`src/rtl/upe_pkg.sv`:
```
// ----------------------------------------------------------------------------
// upe_pkg
// Shared types, codes and character tables for the url percent encoder.
// ----------------------------------------------------------------------------
package upe_pkg;

  localparam int unsigned CHAR_W    = 8;
  localparam int unsigned TOTAL_W   = 16;
  localparam int unsigned CAP_W     = 16;
  localparam int unsigned MODE_W    = 2;
  localparam int unsigned CFG_IDX_W = 2;
  localparam int unsigned CFG_DAT_W = 16;

  // command queue depth and pointer width
  localparam int unsigned QDEPTH    = 2;
  localparam int unsigned QPTR_W    = 1;
  localparam int unsigned QCNT_W    = 2;

  // register indexes on the configuration channel
  localparam logic [CFG_IDX_W-1:0] CFG_ENCODE_MODE = 2'd0;
  localparam logic [CFG_IDX_W-1:0] CFG_BY_LINE     = 2'd1;
  localparam logic [CFG_IDX_W-1:0] CFG_CAPACITY    = 2'd2;

  // encode modes
  localparam logic [MODE_W-1:0] MODE_NORMAL   = 2'd0;
  localparam logic [MODE_W-1:0] MODE_EXTENDED = 2'd1;
  localparam logic [MODE_W-1:0] MODE_ALL      = 2'd2;

  // reset values
  localparam logic [CAP_W-1:0] CAPACITY_RESET = 16'd1024;

  // special characters
  localparam logic [CHAR_W-1:0] CHAR_CR        = 8'h0D;
  localparam logic [CHAR_W-1:0] CHAR_LF        = 8'h0A;
  localparam logic [CHAR_W-1:0] CHAR_PCT       = 8'h25;
  localparam logic [CHAR_W-1:0] CHAR_NUL       = 8'h00;
  localparam logic [CHAR_W-1:0] PRINT_LO       = 8'h20;
  localparam logic [CHAR_W-1:0] PRINT_HI       = 8'h7E;
  localparam logic [3:0]        NIBBLE_MASK    = 4'hF;

  // what the back end does with one accepted byte
  typedef enum logic [1:0] {
    CMD_DROP,
    CMD_PASS,
    CMD_ENCODE
  } cmd_kind_e;

  // character position within an encoded triple
  typedef enum logic [1:0] {
    PH_PCT,
    PH_HI,
    PH_LO
  } phase_e;

  // live configuration
  typedef struct packed {
    logic [MODE_W-1:0] encode_mode;
    logic              by_line;
    logic [CAP_W-1:0]  capacity;
  } cfg_t;

  // one queued command
  typedef struct packed {
    cmd_kind_e          kind;
    logic [CHAR_W-1:0]  data;
    logic [TOTAL_W-1:0] total1;
    logic [TOTAL_W-1:0] total2;
    logic [TOTAL_W-1:0] total3;
  } cmd_t;

  // queue status
  typedef struct packed {
    logic full;
    logic empty;
  } q_stat_t;

  // upper case hex digit
  function automatic logic [CHAR_W-1:0] hex_char(input logic [3:0] nib);
    logic [CHAR_W-1:0] c;
    if (nib < 4'd10) begin
      c = 8'h30 + {4'h0, nib};
    end else begin
      c = 8'h37 + {4'h0, nib};
    end
    return c;
  endfunction

  // normal reserved set
  function automatic logic in_base_set(input logic [CHAR_W-1:0] c);
    logic hit;
    unique case (c)
      8'h3C, 8'h3E, 8'h22, 8'h23, 8'h25, 8'h7B, 8'h7D, 8'h7C,
      8'h5C, 8'h5E, 8'h7E, 8'h5B, 8'h5D, 8'h60, 8'h3B, 8'h2F,
      8'h3F, 8'h3A, 8'h40, 8'h3D, 8'h26, 8'h20: hit = 1'b1;
      default: hit = 1'b0;
    endcase
    return hit;
  endfunction

  // extra characters of the extended set
  function automatic logic in_ext_set(input logic [CHAR_W-1:0] c);
    logic hit;
    unique case (c)
      8'h21, 8'h2A, 8'h27, 8'h28, 8'h29, 8'h2B, 8'h24, 8'h2C: hit = 1'b1;
      default: hit = 1'b0;
    endcase
    return hit;
  endfunction

endpackage

```
`src/rtl/upe_in_if.sv`:
```
// ----------------------------------------------------------------------------
// upe_in_if
// Source byte channel: valid, ready and the byte with its start flag.
// ----------------------------------------------------------------------------
interface upe_in_if import upe_pkg::*; ();
  logic              valid;
  logic              ready;
  logic [CHAR_W-1:0] data_byte;
  logic              start_of_text;

  modport source (output valid, output data_byte, output start_of_text, input ready);
  modport sink   (input valid, input data_byte, input start_of_text, output ready);
endinterface

```
`src/rtl/upe_out_if.sv`:
```
// ----------------------------------------------------------------------------
// upe_out_if
// Result channel: one emitted character per beat with its status.
// ----------------------------------------------------------------------------
interface upe_out_if import upe_pkg::*; ();
  logic               valid;
  logic               ready;
  logic [CHAR_W-1:0]  out_char;
  logic               last_of_run;
  logic               dropped;
  logic [TOTAL_W-1:0] stored_total;

  modport source (output valid, output out_char, output last_of_run, output dropped,
                  output stored_total, input ready);
  modport sink   (input valid, input out_char, input last_of_run, input dropped,
                  input stored_total, output ready);
endinterface

```
`src/rtl/upe_cfg_if.sv`:
```
// ----------------------------------------------------------------------------
// upe_cfg_if
// Configuration write channel: register index and write data.
// ----------------------------------------------------------------------------
interface upe_cfg_if import upe_pkg::*; ();
  logic                 valid;
  logic                 ready;
  logic [CFG_IDX_W-1:0] index;
  logic [CFG_DAT_W-1:0] data;

  modport source (output valid, output index, output data, input ready);
  modport sink   (input valid, input index, input data, output ready);
endinterface

```
`src/rtl/upe_front.sv`:
```
// ----------------------------------------------------------------------------
// upe_front
// Accepts source bytes, checks room, classifies and keeps the stored count.
// ----------------------------------------------------------------------------
module upe_front import upe_pkg::*; #(
  parameter int unsigned COUNT_BITS = 16
) (
  input  logic               clk_i,
  input  logic               rst_ni,
  input  cfg_t               cfg_i,
  upe_in_if.sink             in_i,
  input  q_stat_t            q_stat_i,
  output logic               push_o,
  output cmd_t               cmd_o
);

  localparam int unsigned CMP_W = ((COUNT_BITS > CAP_W) ? COUNT_BITS : CAP_W) + 1;

  logic [COUNT_BITS-1:0] count_q, count_d;
  logic [COUNT_BITS-1:0] base;
  logic [COUNT_BITS-1:0] plus1, plus2, plus3;
  logic [CMP_W-1:0]      need;
  logic                  room;
  logic                  printable;
  logic                  encode;
  logic [CHAR_W-1:0]     c;

  assign in_i.ready = !q_stat_i.full;
  assign push_o     = in_i.valid && in_i.ready;
  assign c          = in_i.data_byte;

  // room check against capacity
  always_comb begin
    base  = in_i.start_of_text ? '0 : count_q;
    plus1 = base + COUNT_BITS'(1);
    plus2 = base + COUNT_BITS'(2);
    plus3 = base + COUNT_BITS'(3);
    need  = CMP_W'(base) + CMP_W'(2);
    room  = need < CMP_W'(cfg_i.capacity);
  end

  // classification
  always_comb begin
    printable = (c >= PRINT_LO) && (c <= PRINT_HI);
    priority if (cfg_i.by_line && (c == CHAR_CR || c == CHAR_LF)) begin
      encode = 1'b0;
    end else if (cfg_i.encode_mode == MODE_ALL) begin
      encode = 1'b1;
    end else if (!printable) begin
      encode = 1'b1;
    end else if (in_base_set(c)) begin
      encode = 1'b1;
    end else if (cfg_i.encode_mode == MODE_EXTENDED && in_ext_set(c)) begin
      encode = 1'b1;
    end else begin
      encode = 1'b0;
    end
  end

  // command and next count
  always_comb begin
    cmd_o.data   = c;
    cmd_o.total2 = TOTAL_W'(plus2);
    cmd_o.total3 = TOTAL_W'(plus3);
    priority if (!room) begin
      cmd_o.kind   = CMD_DROP;
      cmd_o.total1 = TOTAL_W'(base);
      count_d      = base;
    end else if (encode) begin
      cmd_o.kind   = CMD_ENCODE;
      cmd_o.total1 = TOTAL_W'(plus1);
      count_d      = plus3;
    end else begin
      cmd_o.kind   = CMD_PASS;
      cmd_o.total1 = TOTAL_W'(plus1);
      count_d      = plus1;
    end
  end

  // stored character count
  always_ff @(posedge clk_i or negedge rst_ni) begin
    if (!rst_ni) begin
      count_q <= '0;
    end else if (push_o) begin
      count_q <= count_d;
    end
  end

endmodule

```
`src/rtl/upe_cmd_fifo.sv`:
```
// ----------------------------------------------------------------------------
// upe_cmd_fifo
// Short command queue between the front and the back end.
// ----------------------------------------------------------------------------
module upe_cmd_fifo import upe_pkg::*; (
  input  logic    clk_i,
  input  logic    rst_ni,
  input  logic    push_i,
  input  cmd_t    push_data_i,
  input  logic    pop_i,
  output cmd_t    head_o,
  output q_stat_t stat_o
);

  cmd_t              mem_q [QDEPTH];
  logic [QPTR_W-1:0] wr_ptr_q, rd_ptr_q;
  logic [QCNT_W-1:0] cnt_q;

  assign head_o       = mem_q[rd_ptr_q];
  assign stat_o.full  = (cnt_q == QCNT_W'(QDEPTH));
  assign stat_o.empty = (cnt_q == '0);

  // storage
  always_ff @(posedge clk_i) begin
    if (push_i) begin
      mem_q[wr_ptr_q] <= push_data_i;
    end
  end

  // pointers and fill level
  always_ff @(posedge clk_i or negedge rst_ni) begin
    if (!rst_ni) begin
      wr_ptr_q <= '0;
      rd_ptr_q <= '0;
      cnt_q    <= '0;
    end else begin
      if (push_i) begin
        wr_ptr_q <= wr_ptr_q + QPTR_W'(1);
      end
      if (pop_i) begin
        rd_ptr_q <= rd_ptr_q + QPTR_W'(1);
      end
      unique case ({push_i, pop_i})
        2'b10:   cnt_q <= cnt_q + QCNT_W'(1);
        2'b01:   cnt_q <= cnt_q - QCNT_W'(1);
        default: cnt_q <= cnt_q;
      endcase
    end
  end

endmodule

```
`src/rtl/upe_back.sv`:
```
// ----------------------------------------------------------------------------
// upe_back
// Walks queued commands and emits one character per beat.
// ----------------------------------------------------------------------------
module upe_back import upe_pkg::*; (
  input  logic    clk_i,
  input  logic    rst_ni,
  input  cmd_t    head_i,
  input  q_stat_t q_stat_i,
  output logic    pop_o,
  upe_out_if.source out_o
);

  phase_e             phase_q, phase_d;
  logic               valid_q, valid_d;
  logic               load;
  logic [CHAR_W-1:0]  char_q, char_d;
  logic               last_q, last_d;
  logic               drop_q, drop_d;
  logic [TOTAL_W-1:0] total_q, total_d;

  assign load = !valid_q || out_o.ready;

  // next beat from the queue head
  always_comb begin
    char_d  = head_i.data;
    last_d  = 1'b1;
    drop_d  = 1'b0;
    total_d = head_i.total1;
    unique case (head_i.kind)
      CMD_DROP: begin
        char_d = CHAR_NUL;
        drop_d = 1'b1;
      end
      CMD_ENCODE: begin
        unique case (phase_q)
          PH_PCT: begin
            char_d = CHAR_PCT;
            last_d = 1'b0;
          end
          PH_HI: begin
            char_d  = hex_char(head_i.data[7:4] & NIBBLE_MASK);
            last_d  = 1'b0;
            total_d = head_i.total2;
          end
          PH_LO: begin
            char_d  = hex_char(head_i.data[3:0] & NIBBLE_MASK);
            total_d = head_i.total3;
          end
          default: begin
            char_d = CHAR_PCT;
            last_d = 1'b0;
          end
        endcase
      end
      default: begin
        char_d = head_i.data;
      end
    endcase
  end

  // sequencing
  always_comb begin
    valid_d = valid_q;
    phase_d = phase_q;
    pop_o   = 1'b0;
    if (load) begin
      valid_d = !q_stat_i.empty;
      if (!q_stat_i.empty) begin
        if (last_d) begin
          pop_o   = 1'b1;
          phase_d = PH_PCT;
        end else begin
          unique case (phase_q)
            PH_PCT:  phase_d = PH_HI;
            PH_HI:   phase_d = PH_LO;
            default: phase_d = PH_PCT;
          endcase
        end
      end
    end
  end

  // control state
  always_ff @(posedge clk_i or negedge rst_ni) begin
    if (!rst_ni) begin
      valid_q <= 1'b0;
      phase_q <= PH_PCT;
    end else begin
      valid_q <= valid_d;
      phase_q <= phase_d;
    end
  end

  // output payload register
  always_ff @(posedge clk_i) begin
    if (load && !q_stat_i.empty) begin
      char_q  <= char_d;
      last_q  <= last_d;
      drop_q  <= drop_d;
      total_q <= total_d;
    end
  end

  assign out_o.valid        = valid_q;
  assign out_o.out_char     = char_q;
  assign out_o.last_of_run  = last_q;
  assign out_o.dropped      = drop_q;
  assign out_o.stored_total = total_q;

endmodule

```
`src/rtl/url_percent_encoder_unit.sv`:
```
// ----------------------------------------------------------------------------
// url_percent_encoder_unit
// Percent encoder: one source byte in, one or three characters out.
// ----------------------------------------------------------------------------
// path: an accepted byte is written to the command queue, then loaded into the back end's output register
// throughput: one byte per cycle when passed or dropped and nothing stalls the output;
//   an encoded byte leaves as three characters through the one-character result register of the back end
// reset: stored count cleared, command queue empty, output idle,
//   registers back to mode normal, by-line off, capacity 1024
module url_percent_encoder_unit import upe_pkg::*; #(
  parameter int unsigned COUNT_BITS = 16
) (
  input  logic       clk_i,
  input  logic       rst_ni,
  upe_cfg_if.sink    cfg_i,
  upe_in_if.sink     in_i,
  upe_out_if.source  out_o
);

  cfg_t    cfg_q;
  cmd_t    push_cmd;
  cmd_t    head;
  logic    push;
  logic    pop;
  q_stat_t q_stat;

  // configuration registers
  assign cfg_i.ready = 1'b1;

  always_ff @(posedge clk_i or negedge rst_ni) begin
    if (!rst_ni) begin
      cfg_q.encode_mode <= MODE_NORMAL;
      cfg_q.by_line     <= 1'b0;
      cfg_q.capacity    <= CAPACITY_RESET;
    end else if (cfg_i.valid && cfg_i.ready) begin
      unique case (cfg_i.index)
        CFG_ENCODE_MODE: cfg_q.encode_mode <= cfg_i.data[MODE_W-1:0];
        CFG_BY_LINE:     cfg_q.by_line     <= cfg_i.data[0];
        CFG_CAPACITY:    cfg_q.capacity    <= cfg_i.data[CAP_W-1:0];
        default:         cfg_q             <= cfg_q;
      endcase
    end
  end

  // front end: accept and classify
  upe_front #(
    .COUNT_BITS (COUNT_BITS)
  ) u_front (
    .clk_i    (clk_i),
    .rst_ni   (rst_ni),
    .cfg_i    (cfg_q),
    .in_i     (in_i),
    .q_stat_i (q_stat),
    .push_o   (push),
    .cmd_o    (push_cmd)
  );

  // command queue
  upe_cmd_fifo u_fifo (
    .clk_i       (clk_i),
    .rst_ni      (rst_ni),
    .push_i      (push),
    .push_data_i (push_cmd),
    .pop_i       (pop),
    .head_o      (head),
    .stat_o      (q_stat)
  );

  // back end: emit characters
  upe_back u_back (
    .clk_i    (clk_i),
    .rst_ni   (rst_ni),
    .head_i   (head),
    .q_stat_i (q_stat),
    .pop_o    (pop),
    .out_o    (out_o)
  );

  // a drop beat is a single zero character
  a_drop_single: assert property (@(posedge clk_i) disable iff (!rst_ni)
    out_o.valid && out_o.dropped |-> out_o.last_of_run && out_o.out_char == CHAR_NUL)
    else $error("drop beat not single zero character");

  // input stalls only when the queue is full
  a_stall_full: assert property (@(posedge clk_i) disable iff (!rst_ni)
    !in_i.ready |-> q_stat.full)
    else $error("input stalled with room in queue");

  // never pop an empty queue
  a_pop_nonempty: assert property (@(posedge clk_i) disable iff (!rst_ni)
    pop |-> !q_stat.empty)
    else $error("pop from empty queue");

  // a non-last beat of a run is followed by another beat of that run
  a_run_continues: assert property (@(posedge clk_i) disable iff (!rst_ni)
    out_o.valid && out_o.ready && !out_o.last_of_run |=> out_o.valid)
    else $error("encoded run broken");

endmodule
```
`src/flat_wrapper.sv`:
```
// flat-port wrapper written by rule: the top's interface ports become plain ports
module url_percent_encoder_unit_flat import upe_pkg::*;
#(
  parameter int unsigned COUNT_BITS = 16
)
  (clk_i, rst_ni, cfg_i_valid, cfg_i_index, cfg_i_data, cfg_i_ready, in_i_valid, in_i_data_byte, in_i_start_of_text, in_i_ready, out_o_valid, out_o_out_char, out_o_last_of_run, out_o_dropped, out_o_stored_total, out_o_ready);
  upe_cfg_if cfg_i_i ();
  upe_in_if in_i_i ();
  upe_out_if out_o_i ();
  input  logic clk_i;
  input  logic rst_ni;
  input wire logic [$bits(cfg_i_i.valid)-1:0] cfg_i_valid;
  input wire logic [$bits(cfg_i_i.index)-1:0] cfg_i_index;
  input wire logic [$bits(cfg_i_i.data)-1:0] cfg_i_data;
  output wire logic [$bits(cfg_i_i.ready)-1:0] cfg_i_ready;
  input wire logic [$bits(in_i_i.valid)-1:0] in_i_valid;
  input wire logic [$bits(in_i_i.data_byte)-1:0] in_i_data_byte;
  input wire logic [$bits(in_i_i.start_of_text)-1:0] in_i_start_of_text;
  output wire logic [$bits(in_i_i.ready)-1:0] in_i_ready;
  output wire logic [$bits(out_o_i.valid)-1:0] out_o_valid;
  output wire logic [$bits(out_o_i.out_char)-1:0] out_o_out_char;
  output wire logic [$bits(out_o_i.last_of_run)-1:0] out_o_last_of_run;
  output wire logic [$bits(out_o_i.dropped)-1:0] out_o_dropped;
  output wire logic [$bits(out_o_i.stored_total)-1:0] out_o_stored_total;
  input wire logic [$bits(out_o_i.ready)-1:0] out_o_ready;
  assign cfg_i_i.valid = cfg_i_valid;
  assign cfg_i_i.index = cfg_i_index;
  assign cfg_i_i.data = cfg_i_data;
  assign cfg_i_ready = cfg_i_i.ready;
  assign in_i_i.valid = in_i_valid;
  assign in_i_i.data_byte = in_i_data_byte;
  assign in_i_i.start_of_text = in_i_start_of_text;
  assign in_i_ready = in_i_i.ready;
  assign out_o_valid = out_o_i.valid;
  assign out_o_out_char = out_o_i.out_char;
  assign out_o_last_of_run = out_o_i.last_of_run;
  assign out_o_dropped = out_o_i.dropped;
  assign out_o_stored_total = out_o_i.stored_total;
  assign out_o_i.ready = out_o_ready;
  url_percent_encoder_unit #(.COUNT_BITS(COUNT_BITS)) u_core (.clk_i(clk_i), .rst_ni(rst_ni), .cfg_i(cfg_i_i), .in_i(in_i_i), .out_o(out_o_i));
endmodule
```
`config.mk`:
```
export PLATFORM = sky130hd
export DESIGN_NAME = url_percent_encoder_unit_flat
export DESIGN_NICKNAME = d
export VERILOG_FILES = /design/src/rtl/upe_pkg.sv /design/src/rtl/upe_in_if.sv /design/src/rtl/upe_out_if.sv /design/src/rtl/upe_cfg_if.sv /design/src/rtl/upe_front.sv /design/src/rtl/upe_cmd_fifo.sv /design/src/rtl/upe_back.sv /design/src/rtl/url_percent_encoder_unit.sv /design/src/flat_wrapper.sv
export SDC_FILE = /design/constraint.sdc
export NUM_CORES = 1
export LEC_CHECK = 0
export BUFFER_PORTS_ARGS = -buffer_cell sky130_fd_sc_hd__buf_2
export CAP_MARGIN = 25
export CELL_PAD_IN_SITES_DETAIL_PLACEMENT = 1
export CELL_PAD_IN_SITES_GLOBAL_PLACEMENT = 2
export CORE_MARGIN = 3
export CORE_UTILIZATION = 43
export CTS_CLUSTER_SIZE = 12
export DETAILED_ROUTE_END_ITERATION = 10
export PLACE_DENSITY_LB_ADDON = 0.1
export SYNTH_ARGS = -nofsm -noshare
export SYNTH_HDL_FRONTEND = slang
export SYNTH_SLANG_ARGS = --single-unit
```
`constraint.sdc`:
```
create_clock -name clk_i -period 5.4 [get_ports clk_i]
set_input_delay 0.81 -clock clk_i [delete_from_list [all_inputs] [get_ports clk_i]]
set_output_delay 0.81 -clock clk_i [all_outputs]
set_load 0.01 [all_outputs]
```
==> results.toml <==
[outcome]
status = "finished clean"

[cts]
hold_buffers = 0
cts.clk_slew.worst_paths_ps = 70
cts_buffers = 17
clock_path_buffers = 2
cts.sinks = 184
clk_latency_ps = 430
root_buffer = "clkbuf_16"
cts_tree = "done"
cts_resized = 0
post_cts_buffers = 0
htree_levels = 4

[synthesis]
avgSynthCellArea_um2 = 13.00
synth_top_area_share_pct = 48.04
synthArstFlopShare_pct = 22.83
synth_top_area_cell = "edfxtp_1"
synthTopCellsByArea = "edfxtp_1, dfrtp_1, mux4_2, ha_1, a22o_1"
yosysMostFrequentCell = "edfxtp_1"
syn_nets = 741
synth-edff-count = 142
yosys_warnings = 0
synth_cell_type_count = 65
synth_commonest_cells = "edfxtp_1, nand2_1, dfrtp_1"
netlist_instances = 683
syn_area_mm2 = 0.008876
synth-main-ff-cell = "edfxtp_1"
synth_seq_cells = 184
ys_seq_area_share_pct = 59.90

[die]
start_util_pct = 44.73
die-area_mm2 = 0.02240
die_w_um = 149.7
core_area_mm2 = 0.01985
io_pins = 61
die_y_um = 149.7
rows = 51

[timing]
period_share_pct = 81.18
setup_viol = 0
relSlewSlack_pct = 41.55
rsz0062_at_grt = "no"
clock_skew_ps = 8.880
hold_viol_final = 0
min_period_ps = 4384
setup_slack_ps = 1016
tightest_slew_ps = 876.7
fmax_mhz = 228.1
tns_ps = 0
slew_violations = 0

[power_and_ir_drop]
power_density_mw_per_mm2 = 488.0
sw_frac_of_total_pct = 33.45
pwr-share-seq_pct = 45.2
pwr-share-clk_pct = 24.8
irDropWorstVdd_v = 0.0002435
p_leak_uw = 0.003885
p_switching_uw = 1644
combPwrFrac_pct = 30.0
intPower_uw = 3271
power_uw = 4915

[min_path]
hold_class = "primary input to asynchronous set/reset pin"

[global_routing]
grtUsageTotal_pct = 21.17
antenna_found_initial = 0
grt_first_pass_wirelength_mm = 35.62
met2_usage_pct = 35.02
grt_max_degree = 59
grt_overflow = 0
grt_pass1_vias = 6161
use_met3_pct = 3.513
grt-busiest-layer = "met2"
met1_usage_pct = 29.19

[critical_path]
cp_slowest_cell = "nor4_4"
required_ps = 5650
endpoint_kind = "flop"
path_common_cell = "buf_4"
crit_chain = "buf_2 -> buf_4 -> nor2b_1 -> buf_4 -> and3_1 -> nand3_1 -> or3_1 -> a21oi_1 -> ha_1 -> o21ai_0 -> a31oi_1 -> nor4_4 -> buf_4 -> nand3_1 -> nor2_1 -> xor2_1"
cp_max_fo = 19
critPathLaunchType = "primary input"
worstPathArrival_ps = 4640
critPathKind = "primary input to flop"
slowest_delay_ps = 600

[drt]
routed_via_density = 5.743
route.vias.total = 5864
drcViolationCount = 0
ant_nets = 0
firstDrtPassIters = 5
post_drt_wl_per_cell_um = 22.13
first_iter_violations = 486
wl_mm = 22.59

[finish]
instances_no_fill = 1021
syn_to_final_growth_pct = 13.48
nets = 801
fillers = 2034
n_antenna_cell = 0
final_util_pct = 50.75
drive_gt1_share_pct = 21.03

[placed_design]
hpwl_mm = 15.80
io_buffers = 59
pre_cts_ws_ps = 563.5
placed_cells = 989
gp_congestion = 0.8555

[run]
maxCapViolations = 0
==> per-stage QoR <==
stage	hold slack, ps	area, um2
2_1_floorplan	460.8	8876
3_3_place_gp	479.0	9494
3_5_place_dp	497.5	9509
4_1_cts	488.5	10070
5_1_grt	503.9	10070
6_report	472.9	10070
==> layer usage <==
| metal | vias up | share of wire [%] |
|---|---|---|
| li1 | 2682 | - |
| met1 | 3020 | 46 |
| met2 | 140 | 49 |
| met3 | 22 | 3.6 |
| met4 | 0 | 1.6 |
| met5 | - | 0 |
==> flip-flops by register name, indices dropped and copies added (netlist names), 2 cells and up <==
register and flops:
u_core.u_fifo.mem_q 116, u_core.u_fifo.cnt_q 2, u_core.u_front.count_q 16, u_core.u_back.out_o.out_char 8
u_core.u_back.phase_q 2, u_core.cfg_q 19, u_core.u_back.out_o.stored_total 16
==> placed cells by master (no fill, tap or decap), drive strengths merged, types with 2 or more instances in the layout <==
cell      instances
mux2             22
o21ai            24
xor2             21
or4               4
nor4              4
a21oi            22
nand3            22
edfxtp          142
clkinvlp          2
nand2            51
o311ai            5
nor2b            10
buf              77
mux2i            13
o211ai            3
nor2             39
a22o             32
a21o              2
o22ai             7
nand3b            4
nand4             8
mux4             16
or3               7
a21boi            3
o221a             2
ha               26
and3             11
dfrtp            41
nand2b            4
and3b             3
clkbuf           20
nor3b             2
and4b             2
and2              6
inv              40
xnor2            28
a31oi             4
a22oi             2
nor3              6
==> critical path, delay by kind of cell <==
kind / cells / cell delay (ps)
and+or+nand+nor: 7 / 1820
xor gates and xnor gates: 1 / 220
buffers and inverters: 4 / 770
AOI/OAI and AO/OA: 3 / 680
adders and majority gates: 1 / 330
==> path summary, 6_finish.rpt <==
kind                                      startpoint                         end  slack [ps]  depth (start not counted)
min in group clk_i                   u_core.cfg_q[4]             u_core.cfg_q[4]         510                          1
max in group asynchronous                     rst_ni      u_core.u_fifo.rd_ptr_q        4480                          2
hold / removal                                rst_ni      u_core.u_fifo.cnt_q[0]         470                          2
setup reg to reg           u_core.u_front.count_q[1]  u_core.u_fifo.mem_q[1][37]        1160                         14
hold reg to reg                      u_core.cfg_q[4]             u_core.cfg_q[4]         510                          1
setup / recovery                  in_i_start_of_text  u_core.u_fifo.mem_q[1][37]        1020                         16
==> cells by family (layout without fill, tap and decap cells) <==
family / Yosys count / count (layout) / share of synthesized area [%]
DFF: 184 / 184 / 59.90
and+or+nand+nor: 184 / 184 / 10.54
AOI/OAI and AO/OA: 120 / 120 / 9.628
buffers and inverters: 68 / 141 / 3.031
muxes: 51 / 51 / 8.359
xor gates and xnor gates: 49 / 49 / 4.835
adders and majority gates: 26 / 26 / 3.665
other: 1 / 1 / 0.04225
==> layout make-up <==
class | count | area, um2 | share of cell area, %
sequential | 184 | 5318 | 52.79
multi-input combinational | 431 | 3302 | 32.78
timing repair buffer | 77 | 437.9 | 4.348
clock buffer | 20 | 436.7 | 4.335
tap | 265 | 331.6 | 3.292
clock inverter | 12 | 126.4 | 1.255
inverter | 32 | 120.1 | 1.193
==> power by group through the flow <==
stage	sequential (uW)	clock, uW	combinational [uW]
after global routing	2260	1310	1620
after detailed placement	2250	0	1490
after CTS	2220	1240	1500
after floorplan	2250	0	939
final	2220	1220	1480
after global placement	2230	0	1420
Note: power is estimated with default switching activity, not from simulation.
